## config.mk

```make
export PLATFORM = sky130hd
export DESIGN_NAME = cce_ctrl
export DESIGN_NICKNAME = d
export VERILOG_FILES = /design/src/hw/rtl/cce_pkg.sv /design/src/hw/rtl/cce_ctrl.sv
export SDC_FILE = /design/constraint.sdc
export NUM_CORES = 1
export LEC_CHECK = 0
export CAP_MARGIN = 20
export CORE_UTILIZATION = 40
export DETAILED_ROUTE_END_ITERATION = 8
export DONT_BUFFER_PORTS = 1
export GPL_ROUTABILITY_DRIVEN = 0
export GPL_TIMING_DRIVEN = 1
export PLACE_DENSITY = 0.53
export SYNTH_ARGS = -nofsm -noshare
export SYNTH_HDL_FRONTEND = slang
export SYNTH_SLANG_ARGS = --single-unit
export TNS_END_PERCENT = 50
```

## constraint.sdc

```tcl
create_clock -name i_clk -period 1.4 [get_ports i_clk]
set_input_delay 0.07 -clock i_clk [delete_from_list [all_inputs] [get_ports i_clk]]
set_output_delay 0.07 -clock i_clk [all_outputs]
set_load 0.005 [all_outputs]
```

## src/hw/rtl/cce_pkg.sv

```systemverilog
// Cluster chain table engine: shared types, command codes and status codes.
// Used by the controller, the datapath and the top level; no dependencies.
`default_nettype none

package cce_pkg;

    // Entry value that ends a chain; zero marks a free entry
    localparam logic [15:0] END_MARK = 16'hFFFF;

    // Data start after reset
    localparam logic [7:0] DS_RESET = 8'd8;

    // Request codes
    localparam logic [2:0] REQ_FORMAT = 3'd0;
    localparam logic [2:0] REQ_ALLOC  = 3'd1;
    localparam logic [2:0] REQ_EXTEND = 3'd2;
    localparam logic [2:0] REQ_FREE   = 3'd3;
    localparam logic [2:0] REQ_NEXT   = 3'd4;
    localparam logic [2:0] REQ_TAIL   = 3'd5;
    localparam logic [2:0] REQ_USAGE  = 3'd6;
    localparam logic [2:0] REQ_WRITE  = 3'd7;

    // Result status codes
    localparam logic [1:0] ST_OK     = 2'd0;
    localparam logic [1:0] ST_NOFREE = 2'd1;
    localparam logic [1:0] ST_RANGE  = 2'd2;

    // Request word
    typedef struct packed {
        logic [2:0]  req_type;
        logic [7:0]  cluster;
        logic [15:0] entry_value;
    } t_in_word;

    // Result word
    typedef struct packed {
        logic [1:0]  status;
        logic [15:0] result_cluster;
        logic [8:0]  used_count;
        logic [8:0]  free_count;
    } t_out_word;

    // Controller to datapath commands
    typedef struct packed {
        logic req_load;
        logic sweep_start;
        logic sweep_step;
        logic scan_start;
        logic scan_step;
        logic rd_c;
        logic wr_c;
        logic set_oor;
        logic take_rd;
        logic free_step;
        logic tail_step;
        logic link_wr;
        logic out_load;
    } t_dp_cmd;

    // Datapath to controller status
    typedef struct packed {
        logic [2:0] req_type;
        logic       c_ok;
        logic       c_stop;
        logic       rd_is_end;
        logic       sweep_last;
        logic       scan_found;
        logic       scan_end;
        logic       walk_done;
    } t_dp_sts;

endpackage

`default_nettype wire

```

## src/hw/rtl/cce_ctrl.sv

```systemverilog
// Cluster chain table engine: controller state machine.
// Sequences the datapath through commands; depends on cce_pkg.
`default_nettype none

module cce_ctrl
    import cce_pkg::*;
(
    input  wire logic    i_clk,
    input  wire logic    i_rst_n,
    input  wire logic    i_in_valid,
    output logic         o_in_stall,
    output logic         o_out_valid,
    input  wire logic    i_out_stall,
    input  wire t_dp_sts i_sts,
    output t_dp_cmd      o_cmd
);

    localparam logic [3:0] S_RSTART   = 4'd0;
    localparam logic [3:0] S_INIT     = 4'd1;
    localparam logic [3:0] S_IDLE     = 4'd2;
    localparam logic [3:0] S_DISP     = 4'd3;
    localparam logic [3:0] S_FMT      = 4'd4;
    localparam logic [3:0] S_SCAN     = 4'd5;
    localparam logic [3:0] S_EXT_CHK  = 4'd6;
    localparam logic [3:0] S_EXT_LINK = 4'd7;
    localparam logic [3:0] S_FREE     = 4'd8;
    localparam logic [3:0] S_TAIL     = 4'd9;
    localparam logic [3:0] S_NEXT     = 4'd10;
    localparam logic [3:0] S_DONE     = 4'd11;

    logic [3:0] r_state;
    logic [3:0] n_state;
    logic       r_out_valid;
    logic       n_out_valid;
    t_dp_cmd    cmd;

    // Next state and command decode
    always_comb begin
        n_state = r_state;
        cmd     = '0;
        case (r_state)
            S_RSTART: begin
                cmd.sweep_start = 1'b1;
                n_state         = S_INIT;
            end
            S_INIT: begin
                cmd.sweep_step = 1'b1;
                if (i_sts.sweep_last) begin
                    n_state = S_IDLE;
                end
            end
            S_IDLE: begin
                if (i_in_valid) begin
                    cmd.req_load = 1'b1;
                    n_state      = S_DISP;
                end
            end
            S_DISP: begin
                case (i_sts.req_type)
                    REQ_FORMAT: begin
                        cmd.sweep_start = 1'b1;
                        n_state         = S_FMT;
                    end
                    REQ_ALLOC, REQ_USAGE: begin
                        cmd.scan_start = 1'b1;
                        n_state        = S_SCAN;
                    end
                    REQ_EXTEND: begin
                        if (!i_sts.c_ok) begin
                            cmd.set_oor = 1'b1;
                            n_state     = S_DONE;
                        end else begin
                            cmd.rd_c = 1'b1;
                            n_state  = S_EXT_CHK;
                        end
                    end
                    REQ_FREE: begin
                        if (!i_sts.c_ok) begin
                            cmd.set_oor = 1'b1;
                            n_state     = S_DONE;
                        end else if (i_sts.c_stop) begin
                            n_state = S_DONE;
                        end else begin
                            cmd.rd_c = 1'b1;
                            n_state  = S_FREE;
                        end
                    end
                    REQ_NEXT: begin
                        if (!i_sts.c_ok) begin
                            cmd.set_oor = 1'b1;
                            n_state     = S_DONE;
                        end else begin
                            cmd.rd_c = 1'b1;
                            n_state  = S_NEXT;
                        end
                    end
                    REQ_TAIL: begin
                        if (!i_sts.c_ok) begin
                            cmd.set_oor = 1'b1;
                            n_state     = S_DONE;
                        end else begin
                            cmd.rd_c = 1'b1;
                            n_state  = S_TAIL;
                        end
                    end
                    REQ_WRITE: begin
                        if (!i_sts.c_ok) begin
                            cmd.set_oor = 1'b1;
                        end else begin
                            cmd.wr_c = 1'b1;
                        end
                        n_state = S_DONE;
                    end
                    default: begin
                        n_state = S_DONE;
                    end
                endcase
            end
            S_FMT: begin
                cmd.sweep_step = 1'b1;
                if (i_sts.sweep_last) begin
                    n_state = S_DONE;
                end
            end
            S_SCAN: begin
                cmd.scan_step = 1'b1;
                if (i_sts.scan_found) begin
                    n_state = (i_sts.req_type == REQ_EXTEND) ? S_EXT_LINK : S_DONE;
                end else if (i_sts.scan_end) begin
                    n_state = S_DONE;
                end
            end
            S_EXT_CHK: begin
                if (i_sts.rd_is_end) begin
                    cmd.scan_start = 1'b1;
                    n_state        = S_SCAN;
                end else begin
                    cmd.take_rd = 1'b1;
                    n_state     = S_DONE;
                end
            end
            S_EXT_LINK: begin
                cmd.link_wr = 1'b1;
                n_state     = S_DONE;
            end
            S_FREE: begin
                cmd.free_step = 1'b1;
                if (i_sts.walk_done) begin
                    n_state = S_DONE;
                end
            end
            S_TAIL: begin
                cmd.tail_step = 1'b1;
                if (i_sts.walk_done) begin
                    n_state = S_DONE;
                end
            end
            S_NEXT: begin
                cmd.take_rd = 1'b1;
                n_state     = S_DONE;
            end
            S_DONE: begin
                // Hand the result over once the output register is free
                if (!r_out_valid || !i_out_stall) begin
                    cmd.out_load = 1'b1;
                    n_state      = S_IDLE;
                end
            end
            default: begin
                n_state = S_IDLE;
            end
        endcase
    end

    // Output word valid: set on load, drop when taken
    always_comb begin
        n_out_valid = r_out_valid;
        if (cmd.out_load) begin
            n_out_valid = 1'b1;
        end else if (!i_out_stall) begin
            n_out_valid = 1'b0;
        end
    end

    always_ff @(posedge i_clk) begin
        if (!i_rst_n) begin
            r_state     <= S_RSTART;
            r_out_valid <= 1'b0;
        end else begin
            r_state     <= n_state;
            r_out_valid <= n_out_valid;
        end
    end

    assign o_cmd       = cmd;
    assign o_in_stall  = (r_state != S_IDLE);
    assign o_out_valid = r_out_valid;

endmodule

`default_nettype wire

```

==> results.json <==
{
  "grt_usage_pct": 24.1,
  "drc": 2,
  "ctsHtreeMaxLevel": 1,
  "hold_path.class": "input pin to flip-flop",
  "period_minus_slack_ns": 1.37,
  "use_met3_pct": 8.75,
  "mostFrequentLayoutCells": "19 x buf_4, 12 x nor2_1, 9 x nand2_1, 7 x a21oi_1",
  "grt_overflow_total": 0,
  "grt_max_degree": 13,
  "syn_to_final_growth_pct": 44.5,
  "max_freq_ghz": 0.729,
  "drv_slew": 0,
  "status": "finished with violations",
  "synth_top_area_share_pct": 14.4,
  "drt_wl_total_um": 2230,
  "yosysUniqueCellTypes": 36,
  "critPathLaunch": "r_state[0]",
  "crit_slowest_cell": "dfxtp_4",
  "crit_type": "flip-flop to flip-flop",
  "relSlewSlack_pct": 76.9,
  "syn_inst": 102,
  "synth.area.top_cells": "dfxtp_1 14%, a21oi_1 6.5%, nor2_1 6.5%, nand2_1 5.4%, and3_1 4.5%",
  "fin_ws_ns": 0.0276,
  "dieHeight_um": 43.7,
  "r2r_start": "r_state[0]",
  "rsz0062_at_grt": "yes",
  "hold_start": "i_out_stall",
  "final.setup_skew_ns": 0.00727,
  "io_pins": 29,
  "clock_power_share_pct": 12.6,
  "layout_commonest_cell": "buf_4",
  "cts_buffer_depth": 2,
  "io_buffers": 0,
  "vias": 848,
  "start_kind": "flip-flop",
  "antenna_left": 0,
  "grt_pass1_wl_um": 3460,
  "power_frac_seq_pct": 20.0,
  "gr-usage-met1_pct": 33.0,
  "clkTransAtPathRegs_ns": 0.05,
  "async_flop_share_pct": 0,
  "hold_viol": 0,
  "power_frac_comb_pct": 67.4,
  "vias_per_cell": 6.06,
  "top_usage_layer": "met2",
  "crit_arrival_ns": 1.51,
  "diodes": 0,
  "worst_ep_required_time_ns": 1.54,
  "hpwl_um": 1580,
  "setup-violations-final": 0,
  "yosys_warnings": 0,
  "nets": 139,
  "multiInputGateArea_sq_um": 606,
  "p_sw_uw": 558,
  "path_cells": "xor2_1 -> a22oi_4 -> o211ai_2 -> and3_1 -> a31o_1",
  "p_sw_share_pct": 41.9,
  "cap_violations": 0,
  "critPathMaxFanout": 7,
  "finalCritPeriodShare_pct": 98.0,
  "p_int_uw": 775,
  "avgSynthCellArea_sq_um": 6.83,
  "violations": "design-rule violations",
  "synth.net_count": 116,
  "cts_tree": "built",
  "die_w_um": 43.7,
  "worst_pin_slew_ns": 0.346,
  "drt-pass1-iter-count": 8,
  "yosysSeqAreaShare_pct": 14.4,
  "vdd_drop_max_v": 0.000980,
  "cts_root_buf": "clkbuf_4",
  "synth-edff-count": 0,
  "holdWs_ns": 0.0569,
  "core_sq_mm": 0.00156,
  "antenna_found_initial": 0,
  "cts_made_buffers": 3,
  "grt_pass1_vias": 760,
  "met2_usage_pct": 37.0,
  "total_leakage_power_uw": 0.000443,
  "n_fill_cell": 145,
  "power_density_mw_per_mm2": 1320,
  "max_stage_delay_ns": 0.37,
  "synth-seq-cells": 5,
  "layout-drive-gt1-share_pct": 41.1,
  "regArea_sq_um": 113,
  "synth_area_sq_um": 697,
  "die_area_sq_mm": 0.00191,
  "cts_num_sinks": 5,
  "setup.worst_path.end_class": "flip-flop",
  "insertion_delay_ns": 0.24,
  "drt_iter0_markers": 31,
  "yosysTopAreaCell": "dfxtp_1",
  "row_count": 14,
  "routedWlPerCell_um": 16.0,
  "preCtsSetupSlack_ns": -0.104,
  "initial_core_util_pct": 44.7,
  "synthFlopType": "dfxtp_1"
}
[per-layer routing]
layer | routed length (um) | vias up | share of wire, %
li1 | - | 411 | -
met1 | 987 | 389 | 44
met2 | 1040 | 44 | 47
met3 | 196 | 4 | 8.8
met4 | 10 | 0 | 0.45
met5 | 0 | - | 0
[flip-flops by register name, summed over array words and instances, names as in the netlist]
register / count
o_out_valid: 1
r_state: 4
[final timing paths]
check | endpoint | slack (ns) | depth (start not counted)
worst max register to register | r_state[0] | 0.03 | 5
worst max-delay path | r_state[0] | 0.03 | 5
worst min-delay path | o_out_valid | 0.06 | 2
worst min register to register | o_out_valid | 0.58 | 2
[power groups by stage]
| stage | sequential [uW] | clock, uW | combinational [uW] |
|---|---|---|---|
| 5_1_grt | 273 | 182 | 968 |
| 6_report | 266 | 168 | 899 |
| 3_5_place_dp | 249 | 0 | 738 |
| 4_1_cts | 262 | 171 | 823 |
| 3_3_place_gp | 245 | 0 | 740 |
| 2_1_floorplan | 200 | 0 | 500 |
[cell families (layout without fill, tap and decap cells)]
logic type	count (synthesis)	in the layout	share of synthesized area, %
AND/OR/NAND/NOR	53	53	42.0
AO/OA/AOI/OAI	28	28	29.8
buffers and inverters	14	36	11.0
flip-flops	5	5	14.4
adder cells (fa/ha/maj)	1	1	1.62
XOR/XNOR	1	1	1.26
[cell type report]
type | count | area share, %
clock buffers | 4 | 2.61
inverters | 6 | 2.24
multi-input cells | 83 | 60.1
flip-flops and latches | 5 | 11.2
well taps | 16 | 1.99
repair buffers | 26 | 21.9
[through the flow]
step	instances	setup TNS (ns)	utilization, %	power [uW]	area, sq um
2_1_floorplan	102	0	-	700	697
3_3_place_gp	132	-0.135	53.1	986	828
3_5_place_dp	132	-0.202	53.1	987	828
4_1_cts	139	0	59.6	1260	930
5_1_grt	140	-0.0655	64.6	1420	1010
6_report	140	0	64.6	1330	1010
[what timing repair did]
| action | 4_1_cts | 5_1_grt |
|---|---|---|
| buffers inserted | 2 | 1 |
| pin swaps | 1 | 6 |
| cloned | 0 | 0 |
| setup endpoints to repair | 12 | 10 |
| hold buffers | 1 | 0 |
| resized for setup | 15 | 17 |
| endpoints found under the hold margin | 4 | 0 |
[Yosys cell counts (2+ instances only)]
cell type and number:
a21oi_1 9, a31oi_1 2, and3_1 5, buf_2 4, buf_6 2, dfxtp_1 5
inv_1 5, nand2_1 10, nand2b_1 5, nand3_1 6, nor2_1 12, nor2b_1 4
nor3_1 6, o21ai_0 2, o221ai_1 3, o22ai_1 2
[worst max-delay path, delay by kind of cell, from the launching register on]
kind,cells,cell delay (ns)
xor+xnor,1,0.18
simple gates,1,0.20
compound gates,3,0.51
flops,1,0.37
Power figures use the tool's default switching activity.
